$ cat src/rtl/u8d_pkg.sv
// Shared types, constants and functions of the UTF-8 stream decoder.
// Used by u8d_front, u8d_back, utf8_stream_decoder and tb; depends on nothing.
package u8d_pkg;

    // Byte classes, worked out as a byte enters the queue and again on replay.
    typedef logic [2:0] t_cls;
    localparam t_cls CLS_ASCII = 3'd0;
    localparam t_cls CLS_BAD   = 3'd1;
    localparam t_cls CLS_LEAD2 = 3'd2;
    localparam t_cls CLS_LEAD3 = 3'd3;
    localparam t_cls CLS_LEAD4 = 3'd4;

    localparam logic [20:0] CP_REPL    = 21'h00FFFD;
    localparam logic [20:0] CP_MAX     = 21'h10FFFF;
    localparam logic [20:0] CP_SURR_LO = 21'h00D800;
    localparam logic [20:0] CP_SURR_HI = 21'h00DFFF;
    localparam logic [20:0] CP_MIN2    = 21'h000080;
    localparam logic [20:0] CP_MIN3    = 21'h000800;
    localparam logic [20:0] CP_MIN4    = 21'h010000;

    localparam logic [7:0] MASK_ASCII = 8'h80;
    localparam logic [7:0] MASK_L2    = 8'hE0;
    localparam logic [7:0] MASK_L3    = 8'hF0;
    localparam logic [7:0] MASK_L4    = 8'hF8;
    localparam logic [7:0] PAT_L2     = 8'hC0;
    localparam logic [7:0] PAT_L3     = 8'hE0;
    localparam logic [7:0] PAT_L4     = 8'hF0;
    localparam logic [1:0] PAT_CONT   = 2'b10;

    localparam int QDEPTH = 2;

    // One queued word: the raw byte, its end mark and its class.
    typedef struct packed {
        logic [7:0] data;
        logic       last_byte;
        t_cls       cls;
    } t_qent;

    // Head of the queue as seen by the back end.
    typedef struct packed {
        logic  valid;
        t_qent ent;
    } t_head;

    // One decoded result.
    typedef struct packed {
        logic [20:0] cp;
        logic        rep;
    } t_res;

    typedef struct packed {
        logic        ok;
        logic [20:0] cp;
    } t_judge;

    function automatic t_cls classify(input logic [7:0] b);
        t_cls c;
        if ((b & MASK_ASCII) == 8'h00)      c = CLS_ASCII;
        else if ((b & MASK_L2) == PAT_L2)   c = CLS_LEAD2;
        else if ((b & MASK_L3) == PAT_L3)   c = CLS_LEAD3;
        else if ((b & MASK_L4) == PAT_L4)   c = CLS_LEAD4;
        else                                c = CLS_BAD;
        return c;
    endfunction

    // Judges a complete sequence: the buffered bytes and the closing byte.
    function automatic t_judge judge(input logic [7:0] p0, input logic [7:0] p1,
                                     input logic [7:0] p2, input logic [7:0] b,
                                     input logic [2:0] len);
        t_judge      j;
        logic [20:0] cp;
        logic [20:0] min_cp;
        logic        cont_ok;
        cp      = '0;
        min_cp  = '0;
        cont_ok = 1'b0;
        case (len)
            3'd2: begin
                cp      = {10'd0, p0[4:0], b[5:0]};
                min_cp  = CP_MIN2;
                cont_ok = (b[7:6] == PAT_CONT);
            end
            3'd3: begin
                cp      = {5'd0, p0[3:0], p1[5:0], b[5:0]};
                min_cp  = CP_MIN3;
                cont_ok = (p1[7:6] == PAT_CONT) && (b[7:6] == PAT_CONT);
            end
            3'd4: begin
                cp      = {p0[2:0], p1[5:0], p2[5:0], b[5:0]};
                min_cp  = CP_MIN4;
                cont_ok = (p1[7:6] == PAT_CONT) && (p2[7:6] == PAT_CONT)
                          && (b[7:6] == PAT_CONT);
            end
            default: begin
                cont_ok = 1'b0;
            end
        endcase
        j.cp = cp;
        j.ok = cont_ok && (cp >= min_cp) && (cp <= CP_MAX)
               && !((cp >= CP_SURR_LO) && (cp <= CP_SURR_HI));
        return j;
    endfunction

endpackage

$ cat src/rtl/u8d_front.sv
// Front end of the UTF-8 stream decoder: accepts bytes, classifies them and
// holds them in a two-word queue for the back end. Depends on u8d_pkg.
module u8d_front (
    input  logic            i_clk,
    input  logic            i_rst_n,
    input  logic            i_in_valid,
    output logic            o_in_ready,
    input  logic [7:0]      i_data_byte,
    input  logic            i_stream_end,
    output u8d_pkg::t_head  o_head,
    input  logic            i_pop
);

    u8d_pkg::t_qent r_q [u8d_pkg::QDEPTH];
    logic           r_wptr;
    logic           r_rptr;
    logic [1:0]     r_count;
    logic           push;

    assign o_in_ready = (r_count < 2'(u8d_pkg::QDEPTH));
    assign push       = i_in_valid && o_in_ready;

    assign o_head.valid = (r_count != 2'd0);
    assign o_head.ent   = r_q[r_rptr];

    always_ff @(posedge i_clk) begin
        if (push) begin
            r_q[r_wptr].data      <= i_data_byte;
            r_q[r_wptr].last_byte <= i_stream_end;
            r_q[r_wptr].cls       <= u8d_pkg::classify(i_data_byte);
        end
    end

    always_ff @(posedge i_clk) begin
        if (!i_rst_n) begin
            r_wptr  <= 1'b0;
            r_rptr  <= 1'b0;
            r_count <= 2'd0;
        end else begin
            if (push) begin
                r_wptr <= ~r_wptr;
            end
            if (i_pop) begin
                r_rptr <= ~r_rptr;
            end
            case ({push, i_pop})
                2'b10:   r_count <= r_count + 2'd1;
                2'b01:   r_count <= r_count - 2'd1;
                default: r_count <= r_count;
            endcase
        end
    end

endmodule

$ cat src/rtl/u8d_back.sv
// Back end of the UTF-8 stream decoder: sequence buffer, replay of bytes
// after a bad sequence, result holding and output register. Depends on u8d_pkg.
module u8d_back (
    input  logic            i_clk,
    input  logic            i_rst_n,
    input  u8d_pkg::t_head  i_head,
    output logic            o_pop,
    output logic            o_out_valid,
    input  logic            i_out_ready,
    output logic [20:0]     o_code_point,
    output logic            o_is_replacement,
    output logic            o_run_last,
    output logic            o_stream_done
);

    // Sequence buffer and replay queue.
    logic [7:0]       r_pb [3];
    logic [7:0]       n_pb [3];
    logic [1:0]       r_cnt, n_cnt;
    logic [2:0]       r_elen, n_elen;
    logic [7:0]       r_rq [3];
    logic [7:0]       n_rq [3];
    logic [1:0]       r_rlen, n_rlen;
    logic             r_flush, n_flush;
    logic             r_close, n_close;
    logic             r_cur_end, n_cur_end;
    // Held result, waiting to learn whether it is the last of its word.
    logic             r_h_valid, n_h_valid;
    u8d_pkg::t_res    r_h, n_h;
    // Output register.
    logic             r_out_valid, n_out_valid;
    u8d_pkg::t_res    r_out, n_out;
    logic             r_out_last, n_out_last;
    logic             r_out_done, n_out_done;

    logic             adv;
    logic             step_close, step_replay, step_flush, step_fresh;
    logic [7:0]       cur_byte;
    u8d_pkg::t_cls    cur_cls;
    logic             end_flag;
    logic [1:0]       rem_len;
    u8d_pkg::t_judge  jdg;
    logic             res_valid;
    u8d_pkg::t_res    res;
    logic             fin;

    always_comb begin
        adv         = !r_out_valid || i_out_ready;
        step_close  = r_close;
        step_replay = !r_close && (r_rlen != 2'd0);
        step_flush  = !r_close && (r_rlen == 2'd0) && r_flush;
        step_fresh  = !r_close && (r_rlen == 2'd0) && !r_flush && i_head.valid;
        cur_byte    = step_replay ? r_rq[0] : i_head.ent.data;
        cur_cls     = step_replay ? u8d_pkg::classify(r_rq[0]) : i_head.ent.cls;
        end_flag    = step_fresh ? i_head.ent.last_byte : r_cur_end;
        rem_len     = step_replay ? (r_rlen - 2'd1) : 2'd0;
        jdg         = u8d_pkg::judge(r_pb[0], r_pb[1], r_pb[2], cur_byte, r_elen);

        n_pb      = r_pb;
        n_cnt     = r_cnt;
        n_elen    = r_elen;
        n_rq[0]   = r_rq[1];
        n_rq[1]   = r_rq[2];
        n_rq[2]   = r_rq[2];
        n_rlen    = r_rlen;
        n_flush   = r_flush;
        n_close   = r_close;
        n_cur_end = r_cur_end;
        n_h_valid = r_h_valid;
        n_h       = r_h;
        res_valid = 1'b0;
        res       = '{cp: '0, rep: 1'b0};
        fin       = 1'b0;

        if (step_flush) begin
            res_valid = 1'b1;
            res       = '{cp: u8d_pkg::CP_REPL, rep: 1'b1};
            n_cnt     = 2'd0;
            n_elen    = 3'd0;
            n_flush   = 1'b0;
            fin       = 1'b1;
        end else if (step_replay || step_fresh) begin
            n_rlen = rem_len;
            if (step_fresh) begin
                n_cur_end = i_head.ent.last_byte;
            end
            if (r_cnt == 2'd0) begin
                case (cur_cls)
                    u8d_pkg::CLS_ASCII: begin
                        res_valid = 1'b1;
                        res       = '{cp: {13'd0, cur_byte}, rep: 1'b0};
                    end
                    u8d_pkg::CLS_LEAD2: begin
                        n_pb[0] = cur_byte;
                        n_cnt   = 2'd1;
                        n_elen  = 3'd2;
                    end
                    u8d_pkg::CLS_LEAD3: begin
                        n_pb[0] = cur_byte;
                        n_cnt   = 2'd1;
                        n_elen  = 3'd3;
                    end
                    u8d_pkg::CLS_LEAD4: begin
                        n_pb[0] = cur_byte;
                        n_cnt   = 2'd1;
                        n_elen  = 3'd4;
                    end
                    default: begin
                        res_valid = 1'b1;
                        res       = '{cp: u8d_pkg::CP_REPL, rep: 1'b1};
                    end
                endcase
            end else if (({1'b0, r_cnt} + 3'd1) < r_elen) begin
                n_pb[r_cnt] = cur_byte;
                n_cnt       = r_cnt + 2'd1;
            end else begin
                n_cnt     = 2'd0;
                n_elen    = 3'd0;
                res_valid = 1'b1;
                if (jdg.ok) begin
                    res = '{cp: jdg.cp, rep: 1'b0};
                end else begin
                    // Drop the lead byte and scan its followers again, ahead
                    // of whatever replay bytes were still waiting.
                    res     = '{cp: u8d_pkg::CP_REPL, rep: 1'b1};
                    n_rq[0] = (r_cnt == 2'd1) ? cur_byte : r_pb[1];
                    n_rq[1] = (r_cnt == 2'd1) ? r_rq[1] :
                              (r_cnt == 2'd2) ? cur_byte : r_pb[2];
                    n_rq[2] = (r_cnt == 2'd1) ? r_rq[2] :
                              (r_cnt == 2'd2) ? r_rq[1] : cur_byte;
                    n_rlen  = r_cnt + rem_len;
                end
            end
            if (end_flag && (n_rlen == 2'd0) && (n_cnt != 2'd0)) begin
                n_flush = 1'b1;
            end
            fin = (n_rlen == 2'd0) && !(end_flag && (n_cnt != 2'd0));
        end

        n_out_valid = 1'b0;
        n_out       = r_out;
        n_out_last  = r_out_last;
        n_out_done  = r_out_done;
        if (step_close) begin
            n_out_valid = 1'b1;
            n_out       = r_h;
            n_out_last  = 1'b1;
            n_out_done  = r_cur_end;
            n_h_valid   = 1'b0;
            n_close     = 1'b0;
        end else if (r_h_valid && res_valid) begin
            n_out_valid = 1'b1;
            n_out       = r_h;
            n_out_last  = 1'b0;
            n_out_done  = 1'b0;
            n_h         = res;
            n_close     = fin;
        end else if (r_h_valid && fin) begin
            n_out_valid = 1'b1;
            n_out       = r_h;
            n_out_last  = 1'b1;
            n_out_done  = end_flag;
            n_h_valid   = 1'b0;
        end else if (res_valid && fin) begin
            n_out_valid = 1'b1;
            n_out       = res;
            n_out_last  = 1'b1;
            n_out_done  = end_flag;
        end else if (res_valid) begin
            n_h       = res;
            n_h_valid = 1'b1;
        end
    end

    assign o_pop = adv && step_fresh;

    always_ff @(posedge i_clk) begin
        if (adv) begin
            r_pb <= n_pb;
            r_rq <= n_rq;
            r_h  <= n_h;
            if (n_out_valid) begin
                r_out      <= n_out;
                r_out_last <= n_out_last;
                r_out_done <= n_out_done;
            end
        end
    end

    always_ff @(posedge i_clk) begin
        if (!i_rst_n) begin
            r_cnt       <= 2'd0;
            r_elen      <= 3'd0;
            r_rlen      <= 2'd0;
            r_flush     <= 1'b0;
            r_close     <= 1'b0;
            r_cur_end   <= 1'b0;
            r_h_valid   <= 1'b0;
            r_out_valid <= 1'b0;
        end else if (adv) begin
            r_cnt       <= n_cnt;
            r_elen      <= n_elen;
            r_rlen      <= n_rlen;
            r_flush     <= n_flush;
            r_close     <= n_close;
            r_cur_end   <= n_cur_end;
            r_h_valid   <= n_h_valid;
            r_out_valid <= n_out_valid;
        end
    end

    assign o_out_valid      = r_out_valid;
    assign o_code_point     = r_out.cp;
    assign o_is_replacement = r_out.rep;
    assign o_run_last       = r_out_last;
    assign o_stream_done    = r_out_done;

endmodule

$ cat src/rtl/utf8_stream_decoder.sv
// UTF-8 stream decoder, top level: front end queue plus decoding back end.
// Depends on u8d_pkg, u8d_front and u8d_back.
//
// Usage: raw bytes enter on the input channel (i_in_valid / o_in_ready) with
// i_stream_end marking the final byte of a stream. Code points leave on the
// output channel (o_out_valid / i_out_ready), one word per result. Replacement
// code points (U+FFFD) for malformed input carry o_is_replacement. Each input
// byte gives zero or more results; o_run_last marks the last result of a
// byte, and o_stream_done marks the final result of a stream.
// An accepted byte is registered in the queue, and its first result is then
// registered in the output register, from which the receiver takes it.
// Throughput: one byte per cycle for well-formed input while the receiver
// keeps up, set by the single-byte step of the back end; a stalled receiver
// holds the back end. The following bytes of a sequence judged bad are
// scanned again; a byte whose last result comes while an earlier one is still
// held needs a further closing step, and a stream that ends inside a sequence
// needs a step of its own for its closing replacement.
// The two-word queue lets the front keep taking bytes while the back end
// works or the receiver stalls; when it is full, o_in_ready falls. The output
// is registered, so a stalled receiver holds the word steady.
// Reset (synchronous, active low) empties the queue, the sequence buffer and
// the output register.
module utf8_stream_decoder (
    input  logic        i_clk,
    input  logic        i_rst_n,
    input  logic        i_in_valid,
    output logic        o_in_ready,
    input  logic [7:0]  i_data_byte,
    input  logic        i_stream_end,
    output logic        o_out_valid,
    input  logic        i_out_ready,
    output logic [20:0] o_code_point,
    output logic        o_is_replacement,
    output logic        o_run_last,
    output logic        o_stream_done
);

    // Queue head and pop strobe between the front and back ends.
    u8d_pkg::t_head head;
    logic           pop;

    u8d_front u_front (
        .i_clk        (i_clk),
        .i_rst_n      (i_rst_n),
        .i_in_valid   (i_in_valid),
        .o_in_ready   (o_in_ready),
        .i_data_byte  (i_data_byte),
        .i_stream_end (i_stream_end),
        .o_head       (head),
        .i_pop        (pop)
    );

    u8d_back u_back (
        .i_clk            (i_clk),
        .i_rst_n          (i_rst_n),
        .i_head           (head),
        .o_pop            (pop),
        .o_out_valid      (o_out_valid),
        .i_out_ready      (i_out_ready),
        .o_code_point     (o_code_point),
        .o_is_replacement (o_is_replacement),
        .o_run_last       (o_run_last),
        .o_stream_done    (o_stream_done)
    );

`ifndef ASSERT_OFF
    // The back end only takes a word that the queue actually holds.
    a_pop_needs_word: assert property (@(posedge i_clk) disable iff (!i_rst_n)
        pop |-> head.valid)
        else $error("queue popped while empty");

    // The end of a stream always closes the run of its last byte.
    a_done_is_last: assert property (@(posedge i_clk) disable iff (!i_rst_n)
        (o_out_valid && o_stream_done) |-> o_run_last)
        else $error("stream end flagged on a result that is not last");

    // Error results always carry the replacement character.
    a_repl_value: assert property (@(posedge i_clk) disable iff (!i_rst_n)
        (o_out_valid && o_is_replacement) |-> (o_code_point == u8d_pkg::CP_REPL))
        else $error("error result without U+FFFD");

    // Decoded values are scalar values: in range and never a surrogate.
    a_scalar_value: assert property (@(posedge i_clk) disable iff (!i_rst_n)
        o_out_valid |-> ((o_code_point <= u8d_pkg::CP_MAX)
            && !((o_code_point >= u8d_pkg::CP_SURR_LO)
                 && (o_code_point <= u8d_pkg::CP_SURR_HI))))
        else $error("result is not a Unicode scalar value");
`endif

endmodule

$ cat config.mk
export PLATFORM = sky130hd
export DESIGN_NAME = utf8_stream_decoder
export DESIGN_NICKNAME = d
export VERILOG_FILES = /design/src/rtl/u8d_pkg.sv /design/src/rtl/u8d_front.sv /design/src/rtl/u8d_back.sv /design/src/rtl/utf8_stream_decoder.sv
export SDC_FILE = /design/constraint.sdc
export NUM_CORES = 1
export LEC_CHECK = 0
export BUFFER_PORTS_ARGS = -buffer_cell sky130_fd_sc_hd__buf_2
export CAP_MARGIN = 10
export CORE_MARGIN = 4
export CORE_UTILIZATION = 60
export DETAILED_ROUTE_END_ITERATION = 8
export PLACE_DENSITY = 0.83
export SLEW_MARGIN = 20
export SYNTH_ARGS = -nofsm -noshare
export SYNTH_HDL_FRONTEND = slang
export SYNTH_SLANG_ARGS = --single-unit
export TNS_END_PERCENT = 1
$ cat constraint.sdc
create_clock -name i_clk -period 6.65 [get_ports i_clk]
set_clock_uncertainty 0.1 [all_clocks]
set_input_delay 1.6625 -clock i_clk [delete_from_list [all_inputs] [get_ports i_clk]]
set_output_delay 1.6625 -clock i_clk [all_outputs]
set_load 0.02 [all_outputs]
# Word level (Yosys, flattened, before mapping)
# Memory sizes are Yosys's and may differ from the RTL's. A register that Yosys moved wholly into a read port is not among the register bits.
# Index checks and enable logic that the tools add are counted.
dict set report word_totals {
  regBits 110
  latchBits 0
  ram_bits 24
  rom_bits 0
  output_inout_bits 26
  word_cells 227
  mem_count 1
}
# name words width read_ports rd_ports_with_merged_regs wr line_no
set memory_table {}
lappend memory_table {u_front.r_q 2 12 1 1 1 u8d_front.sv:14} ;# u8d_pkg::t_qent r_q [u8d_pkg::QDEPTH];
dict set report op_classes {
  addsub 6
  multipliers 0
  div 0
  order_cmp 8
  eq_ne 27
  shifts 0
  muxes 96
  n_bitwise 9
  n_reduce_logical 57
}
# op count
set op_table {}
lappend op_table {{$mux 22} 13}
lappend op_table {{$mux 24} 6}
lappend op_table {{$mux 8} 9}
lappend op_table {{$pmux 21 s3} 1}
lappend op_table {{$pmux 17 s3} 1}
lappend op_table {{$mux 3} 14}
lappend op_table {{$pmux 17 s2} 1}
lappend op_table {{$mux 1} 33}
lappend op_table {{$mux 2} 13}
lappend op_table {{$bwmux 24} 1}
lappend op_table {{$logic_and 1x1->1} 22}
lappend op_table {{$ge 21x16->1 const B} 1}
lappend op_table {{$ge 21x17->1} 1}
lappend op_table {{$le 21x16->1 const B} 1}
lappend op_table {{$le 21x21->1 const B} 1}
lappend op_table {{$demux 8 s2} 1}
lappend op_table {{$logic_not 8->1} 2}
lappend op_table {{$reduce_bool 2->1} 8}
lappend op_table {{$reduce_and 5->1} 3}
lappend op_table {{$eq 3x2->1 const B} 4}
lappend op_table {{$eq 3x3->1 const B} 4}
lappend op_table {{$eq 2x2->1 const B} 5}
lappend op_table {{$eq 5x5->1 const B} 2}
lappend op_table {{$pmux 3 s3} 1}
lappend op_table {{30 further kinds} 55}

# Logic depth before layout (Yosys ltp)
# Gate-level depths: netlist (run 1).
dict set report logic_depth {
  depth_word 24
  depth_mapped 16
  mapped_depth_nobuf 13
}

# By module
# From an unflattened synthesis (run 1), not the netlist that was laid out.
dict set report unflattened {
  cells_unflattened 538
  area_unflattened_um2 6538.8
}
# module n_inst cells_per_inst area_per_inst_um2
set modules_own_cells {}
lappend modules_own_cells {u8d_back 1 472 5427.7}
lappend modules_own_cells {u8d_front 1 66 1111.1}

# Worst setup path before layout (run 1)
# Ideal clock, no wire load.
dict set report synth_timing {
  path_type {flip-flop to flip-flop}
  start {register u_back.r_rlen[0]}
  end {register u_back.r_out (netlist bit u_back.o_code_point[0]), enable pin}
  setup_time_ns 0.435
  t_arrival_ns 4.364
  required_ns 6.115
  path_slack_ns 1.750
  stages_incl_launch_ff 14
  synth_period_minus_slack_ns 4.900
  path_cell_list {dfxtp_1 -> inv_1 -> ha_1 -> buf_2 -> or2_1 -> buf_2 -> mux2_2 -> nand4_1 -> o31a_1 -> o211a_4 -> o21ai_4 -> mux2i_1 -> a311oi_2 -> nor3_1}
}
dict set report synth_via {
  elab_chain_cells 24
}
# item line_no
set synth_lines {}
lappend synth_lines {{start, declared} u8d_back.sv:23} ;# logic [1:0] r_rlen, n_rlen;
lappend synth_lines {{start signal, assigned} u8d_back.sv:203} ;# r_rlen <= n_rlen;
lappend synth_lines {{parallel branches: the longest is 23 deep, another holds $ge 21x17->1} n/a}
lappend synth_lines {{$reduce_and 3->1 (no line) *} n/a}
lappend synth_lines {{end signal, assigned} u8d_back.sv:183} ;# r_out <= n_out;
lappend synth_lines {{end, declared} u8d_back.sv:32} ;# u8d_pkg::t_res r_out, n_out;
# Mark *: on every way between the ends. The select of a mux whose other input is x is not followed.
# A chain may end at the register's enable or synchronous reset.

# Worst setup path after layout (run 1)
dict set report layout_timing {
  start {register u_back.r_elen[0]}
  end {register u_back.r_rq[8] in the netlist's numbering, enable pin}
}
dict set report layout_via {
  elab_chain_cells 8
}
# item line_no
set layout_lines {}
lappend layout_lines {{start, declared} u8d_back.sv:20} ;# logic [2:0] r_elen, n_elen;
lappend layout_lines {{start signal, assigned} u8d_back.sv:202} ;# r_elen <= n_elen;
lappend layout_lines {{$eq 3x3->1 / $eq 3x2->1 (equally long branches)} u8d_pkg.sv:77} ;# case (len)
lappend layout_lines {{$pmux 21 s3 / $pmux 17 s3 (equally long branches)} u8d_pkg.sv:77}
lappend layout_lines {{$ge 21x17->1 (tied with other cells)} u8d_pkg.sv:99} ;# j.ok = cont_ok && (cp >= min_cp) && (cp <= CP_MAX)
lappend layout_lines {{$logic_and 1x1->1 (on tied branches)} {u8d_pkg.sv:99, u8d_pkg.sv:100}}
lappend layout_lines {{$logic_and 1x1->1 / $logic_not 1->1 (equally long branches)} {u8d_pkg.sv:99, u8d_pkg.sv:100}}
lappend layout_lines {{$logic_and 1x1->1} u8d_pkg.sv:100} ;# && !((cp >= CP_SURR_LO) && (cp <= CP_SURR_HI));
lappend layout_lines {{$ne 6x4->1 (no line) *} n/a}
lappend layout_lines {{$reduce_and 2->1 (no line) *} n/a}
lappend layout_lines {{end signal, assigned} u8d_back.sv:180} ;# r_rq <= n_rq;
lappend layout_lines {{end, declared} u8d_back.sv:21} ;# logic [7:0] r_rq [3];
# Mark *: on every way between the ends. The rest lies on a longest branch, timed or not.

==> flow_summary.yaml, run 1 <==
floorplanning:
  fp.dieArea_um2: 12600
  coreArea_um2: 10500
  die_height_um: 112
  chipWidth_um: 112
  initial_core_util_pct: 62.5
  row_count: 37
  boundaryPins: 39
cells_and_area:
  final_nets: 604
  area_growth_pct: 13.0
  ff_latch_area_um2: 3790
  fillers: 741
  multi_input_area_um2: 2490
  drive_gt1_share_pct: 19.9
  antenna_cells: 0
detailed_routing:
  vias: 4497
  route.detailed.drc: 0
  dr.pass1.iters: 5
  first_iter_violations: 337
  wirelength_um: 14600
  postRouteAntennaNets: 0
  wl_per_cell_um: 20.1
  viasPerCell: 6.18
cts:
  htreeDepth: 4
  clk_latency_ns: 0.53
  ctsResizeCount: 0
  root_buffer: "clkbuf_8"
  postCtsHoldBufs: 0
  cts_tree: "built"
  path_clk_slew_ns: 0.06
  cts_made_buffers: 17
  cts.sinks: 132
  cts_setup_buffers: 0
  cts.path.max_buffers: 2
setup_path:
  startpoint_type: "register"
  cp-end-kind: "register"
  worstReg2RegStart: "u_back.r_elen[0]$_SDFFE_PN0P_"
  r2r.worst_path.cells: 10
  cp_max_fo: 33
  r2r_end: "u_back.r_rq[8]$_DFFE_PP_"
  r2r_slack_ns: 2.13
  critPathArrivalTime_ns: 4.58
  crit_required_ns: 6.71
  worstSetupPathType: "reg -> reg"
logic_synthesis:
  avgSynthCellArea_um2: 12.0
  ys_ff_latch: 132
  synthArstFlopShare_pct: 0
  yosys.area.top_type: "edfxtp_1"
  syn_inst: 543
  synth-main-ff-cell: "edfxtp_1"
  synthTopCellsByArea: "edfxtp_1, dfxtp_1, mux2i_1, o21ai_0, nand2_1"
  seq_area_frac_synth_pct: 58.1
  netlist_area_um2: 6540
  synth.most_common_cell: "edfxtp_1"
  synthTopCellsByCount: "edfxtp_1, nand2_1, o21ai_0, inv_1, mux2i_1"
  yosysTopAreaCellShare_pct: 52.8
  synth-edff-count: 115
  yosysWarningCount: 0
  syn_nets: 567
  yosys.cell_types.count: 74
timing:
  tightest_slew_ns: 1.07
  hold_viol: 0
  rsz0062_at_grt: "no"
  finalCritPeriodShare_pct: 67.9
  fmax_mhz: 221
  max-slew-margin-rel_pct: 28.6
  finalSetupViolCount: 0
  setup-tns-final_ns: 0
  fin_crit_ns: 4.52
  fin_ws_ns: 2.13
  drv_slew: 0
power:
  pwr-share-clk_pct: 20.6
  power_frac_seq_pct: 35.6
  pwr-share-comb_pct: 43.8
  power.density_nw_per_um2: 601
  intPower_w: 0.00270
  p_leak_nw: 2.81
  vdd_ir_drop_max_mv: 0.357
  netSwitchingFraction_pct: 39.2
  p_switching_w: 0.00174
min_path:
  hold_class: "reg -> reg"
  worst_hold_startpoint: "u_back.r_cur_end$_SDFFE_PN0P_"
  holdPathStages: 2
  min_to: "u_back.r_cur_end$_SDFFE_PN0P_"
placement:
  port_buffers: 38
  dp_hpwl_um: 10400
  routabilityCongestion: 0.962
  pre_cts_slack_ns: 2.22
grt:
  overflow: 0
  grt_pass1_vias: 4418
  antenna_found_initial: 0
  grt_max_degree: 34
  grt.total_usage_pct: 23.8
  grt_pass1_wl_um: 23200
flow_run:
  drv_cap: 0
outcome:
  status: "complete, no violations"
## how the worst max path moves through the flow
stage	endpoint	startpoint	slack [ns]	depth (start not counted)
2_1_floorplan	u_back.o_code_point[0]$_DFFE_PP_	u_back.r_rlen[0]$_SDFFE_PN0P_	1.75	13
3_3_place_gp	u_back.r_rq[13]$_DFFE_PP_	u_back.r_elen[0]$_SDFFE_PN0P_	2.38	10
3_5_place_dp	u_back.r_rq[14]$_DFFE_PP_	u_back.r_elen[0]$_SDFFE_PN0P_	2.22	10
4_1_cts	u_back.r_rq[8]$_DFFE_PP_	u_back.r_elen[0]$_SDFFE_PN0P_	2.18	10
5_1_grt	u_back.r_rq[8]$_DFFE_PP_	u_back.r_elen[0]$_SDFFE_PN0P_	1.77	10
6_report	u_back.r_rq[8]$_DFFE_PP_	u_back.r_elen[0]$_SDFFE_PN0P_	2.13	10
## registers in the layout (all words and copies together) (netlist names), named ones only
register                 cells
u_front.r_q                 24
u_back.o_code_point         21
u_back.r_elen                3
u_back.r_flush               1
u_back.o_out_valid           1
u_back.r_cnt                 2
u_back.r_cur_end             1
u_back.r_close               1
u_front.r_wptr               1
u_back.r_rq                 24
u_back.r_rlen                2
u_back.r_pb                 21
u_back.r_h                  22
u_back.r_h_valid             1
u_back.o_stream_done         1
u_front.r_rptr               1
u_front.r_count              2
u_back.o_run_last            1
u_back.o_is_replacement      1
## metrics by stage
step	instances	instance area, um2	utilization (%)	power [W]	hold slack [ns]
floorplan	543	6540	-	0.00299	0.349
global placement	697	6800	65.0	0.00343	0.364
detailed placement	697	6810	65.1	0.00351	0.381
CTS	728	7380	70.6	0.00443	0.405
global route	728	7380	70.6	0.00469	0.456
finish	728	7380	70.6	0.00444	0.403
## per-layer routing
metal  vias to the layer above  global-route usage (%)  part of all wire (%)
li1                       2101                       -                     -
met1                      2170                    29.4                    41
met2                       191                    40.5                    50
met3                        35                    5.12                   6.2
met4                         0                    10.6                   2.6
met5                         -                       0                     0
## power groups by stage
stage | clock network, W | logic, W | registers, W
CTS | 0.000920 | 0.00193 | 0.00158
detailed placement | 0 | 0.00192 | 0.00159
global placement | 0 | 0.00186 | 0.00157
floorplan | 0 | 0.00135 | 0.00164
finish | 0.000914 | 0.00195 | 0.00158
global route | 0.000969 | 0.00212 | 0.00161
## final cells by class
type                    instances  area share [%]
multi-input cells             352            33.8
inverters                      36            1.83
clock inverters                14            2.22
flip-flops and latches        132            51.4
repair buffers                 41            2.88
clock buffers                  17            5.61
well taps                     136            2.30
## cells in the final DEF (no fill, tap or decap), types with 4 or more instances in the layout
cell        instances
mux2i_1            34
nand2b_1            4
and3_1              5
a31oi_1             7
or3_1               5
nand2_1            47
clkinvlp_4          5
a22oi_1             6
nor3_1              8
dfxtp_1            17
mux2_4             10
a2bb2oi_1           4
and2_1              9
nand3_1             6
o21ai_0            42
nor2_1             28
o21ai_1             4
buf_2              38
xnor2_1             5
nor2b_1             9
clkbuf_16          16
edfxtp_1          115
ha_1               11
a21oi_1            23
mux2_2             15
inv_1              36
a221oi_1            5
## kinds of logic after synthesis
group                      after synthesis  synth area share [%]
and+or+nand+nor                        148                  11.7
AOI/OAI and AO/OA                      127                  13.2
xor gates and xnor gates                 7                 0.938
DFF                                    132                  58.1
adders and majority gates               11                  2.11
buffers and inverters                   59                  3.93
muxes                                   59                  10.1
## critical path, cell delays in order (launching register included)
cell,delay (ns)
dfxtp_1,0.45
nor3b_2,0.62
a21oi_1,0.21
ha_1,0.32
nand4_1,0.07
or3_4,0.36
o211ai_2,0.27
nand2_1,0.16
nand3_1,0.76
inv_1,0.11
a31oi_1,0.70
No activity file was read; power rests on OpenSTA's default activity.
==> run 2: changes to the inputs <==
--- a/config.mk
+++ b/config.mk
@@ -8,9 +8,9 @@
 export BUFFER_PORTS_ARGS = -buffer_cell sky130_fd_sc_hd__buf_2
 export CAP_MARGIN = 10
 export CORE_MARGIN = 4
-export CORE_UTILIZATION = 60
+export CORE_UTILIZATION = 55
 export DETAILED_ROUTE_END_ITERATION = 8
-export PLACE_DENSITY = 0.83
+export PLACE_DENSITY = 0.8
 export SLEW_MARGIN = 20
 export SYNTH_ARGS = -nofsm -noshare
 export SYNTH_HDL_FRONTEND = slang
==> constraint.sdc (replaced) <==
create_clock -name i_clk -period 3.8 [get_ports i_clk]
set_clock_uncertainty 0.1 [all_clocks]
set_input_delay 0.95 -clock i_clk [delete_from_list [all_inputs] [get_ports i_clk]]
set_output_delay 0.95 -clock i_clk [all_outputs]
set_load 0.02 [all_outputs]
==> flow_summary.yaml, run 2 (same netlist as run 1, synthesis figures left out) <==
floorplanning:
  chipWidth_um: 117
  fp.dieArea_um2: 13700
  die_height_um: 117
  row_count: 39
  coreArea_um2: 11500
  boundaryPins: 39
  initial_core_util_pct: 56.7
placement:
  port_buffers: 38
  routabilityCongestion: 0.905
  dp_hpwl_um: 10800
  placed_area_um2: 7020
cells_and_area:
  drive_gt1_share_pct: 22.9
  final_nets: 626
  area_growth_pct: 17.3
  antenna_cells: 0
  design_area_um2: 7660
  fin_util_pct: 66.5
  final_cell_mix: "edfxtp_1, nand2_1, o21ai_0, buf_2, inv_1"
  reg.largest.list: "u_back.r_rq x24, u_front.r_q x24, u_back.r_h x22"
  layout_commonest_cell: "edfxtp_1"
cts:
  cts_made_buffers: 17
  cts.sinks: 132
  cts.path.max_buffers: 2
  cts_tree: "built"
  clk_latency_ns: 0.42
  root_buffer: "clkbuf_16"
  path_clk_slew_ns: 0.06
  htreeDepth: 4
grt:
  grt_pass1_vias: 4381
  grt_pass1_wl_um: 23400
  antenna_found_initial: 0
  grt_max_degree: 33
  overflow: 0
  grt.total_usage_pct: 22.9
detailed_routing:
  postRouteAntennaNets: 0
  wl_per_cell_um: 19.6
  dr.pass1.iters: 5
  first_iter_violations: 423
  vias: 4620
  route.detailed.drc: 0
  viasPerCell: 6.09
  wirelength_um: 14900
setup_path:
  crit_path_top_delay_cell: "dfxtp_1"
  cpPeakStageDelay_ns: 0.46
  cp_max_fo: 24
  critPathArrivalTime_ns: 3.67
  crit_required_ns: 3.82
  worstSetupPathType: "reg -> reg"
  cp-end-kind: "register"
  startpoint_type: "register"
  crit_top_cell: "mux2i_1"
  crit_chain: "buf_4 -> mux2i_1 -> nor2_1 -> a21oi_1 -> ha_1 -> nand4_1 -> or3_4 -> o211a_4 -> o21ai_4 -> mux2i_1 -> a311oi_4 -> nor3_4 -> buf_12"
outcome:
  status: "complete, no violations"
timing:
  hold_slack_ns: 0.385
  hold_viol: 0
  fin_crit_ns: 3.65
  fmax_mhz: 274
  finalCritPeriodShare_pct: 96.0
  rsz0062_at_grt: "no"
  drv_slew: 0
  tightest_slew_ns: 0.953
  setup-tns-final_ns: 0
  finalSetupViolCount: 0
  max-slew-margin-rel_pct: 36.2
power:
  p_total_w: 0.00825
  p_leak_nw: 2.96
  vdd_ir_drop_max_mv: 0.445
  power_frac_seq_pct: 33.1
  intPower_w: 0.00507
  p_switching_w: 0.00318
  pwr-share-clk_pct: 21.1
  power.density_nw_per_um2: 1080
  netSwitchingFraction_pct: 38.6
  pwr-share-comb_pct: 45.8
flow_run:
  drv_cap: 0
min_path:
  hold_class: "reg -> reg"
run 2: cell count changes in the layout (fill, tap and decap cells not counted), sizes merged:
| cell | delta |
|---|---|
| buf | +22 |
| clkinvlp | -2 |
| bufinv | +1 |
| inv | +3 |
| clkinv | -1 |
run 2: power groups by stage:
stage | combinational (W) | clock, W | sequential, W
floorplan | 0.00239 | 0 | 0.00286
global placement | 0.00357 | 0 | 0.00272
detailed placement | 0.00368 | 0 | 0.00275
CTS | 0.00372 | 0.00177 | 0.00273
global route | 0.00411 | 0.00183 | 0.00278
finish | 0.00378 | 0.00174 | 0.00273
run 2: final cells by class:
type | count | area, um2
Fill cell | 822 | 3850
Clock inverter | 15 | 204
Timing Repair Buffer | 63 | 415
Sequential cell | 132 | 3790
Tap cell | 143 | 179
Clock buffer | 17 | 425
Multi-Input combinational cell | 352 | 2510
Inverter | 36 | 135
run 2: worst paths after layout:
kind	start	endpoint	slack (ns)	cells after the start
max	u_back.r_elen[0]$_SDFFE_PN0P_	u_back.o_code_point[18]$_DFFE_PP_	0.15	13
min	u_back.r_cur_end$_SDFFE_PN0P_	u_back.r_cur_end$_SDFFE_PN0P_	0.39	2
max reg2reg	u_back.r_elen[0]$_SDFFE_PN0P_	u_back.o_code_point[18]$_DFFE_PP_	0.15	13
min reg2reg	u_back.r_cur_end$_SDFFE_PN0P_	u_back.r_cur_end$_SDFFE_PN0P_	0.39	2
run 2: metal layers:
layer  part of all wire, %  GRT usage (%)
met5                     0              0
met4                   2.8           8.79
met3                   7.9           6.58
met2                    48           37.2
met1                    42           29.4
run 2: worst max-delay path, delay by kind of cell, from the launching register on:
kind	cells	cell delay, ns
and+or+nand+nor	4	0.68
adders and majority gates	1	0.20
buffers and inverters	2	0.42
muxes	2	0.54
AOI/OAI and AO/OA	4	0.92
DFF	1	0.46
run 2: repair_timing:
| action | 4_1_cts | 5_1_grt |
|---|---|---|
| gates resized for setup | 0 | 2 |
| hold buffers | 0 | 0 |
| buffers inserted | 0 | 0 |
| hold endpoints to repair | 0 | 0 |
| endpoints found under the setup margin | 0 | 25 |
run 2: through the flow:
step | setup WS (ns) | instances
global route | 0.0124 | 758
floorplan | 0.0214 | 543
CTS | 0.137 | 758
detailed placement | 0.165 | 726
global placement | 0.262 | 726
finish | 0.151 | 758
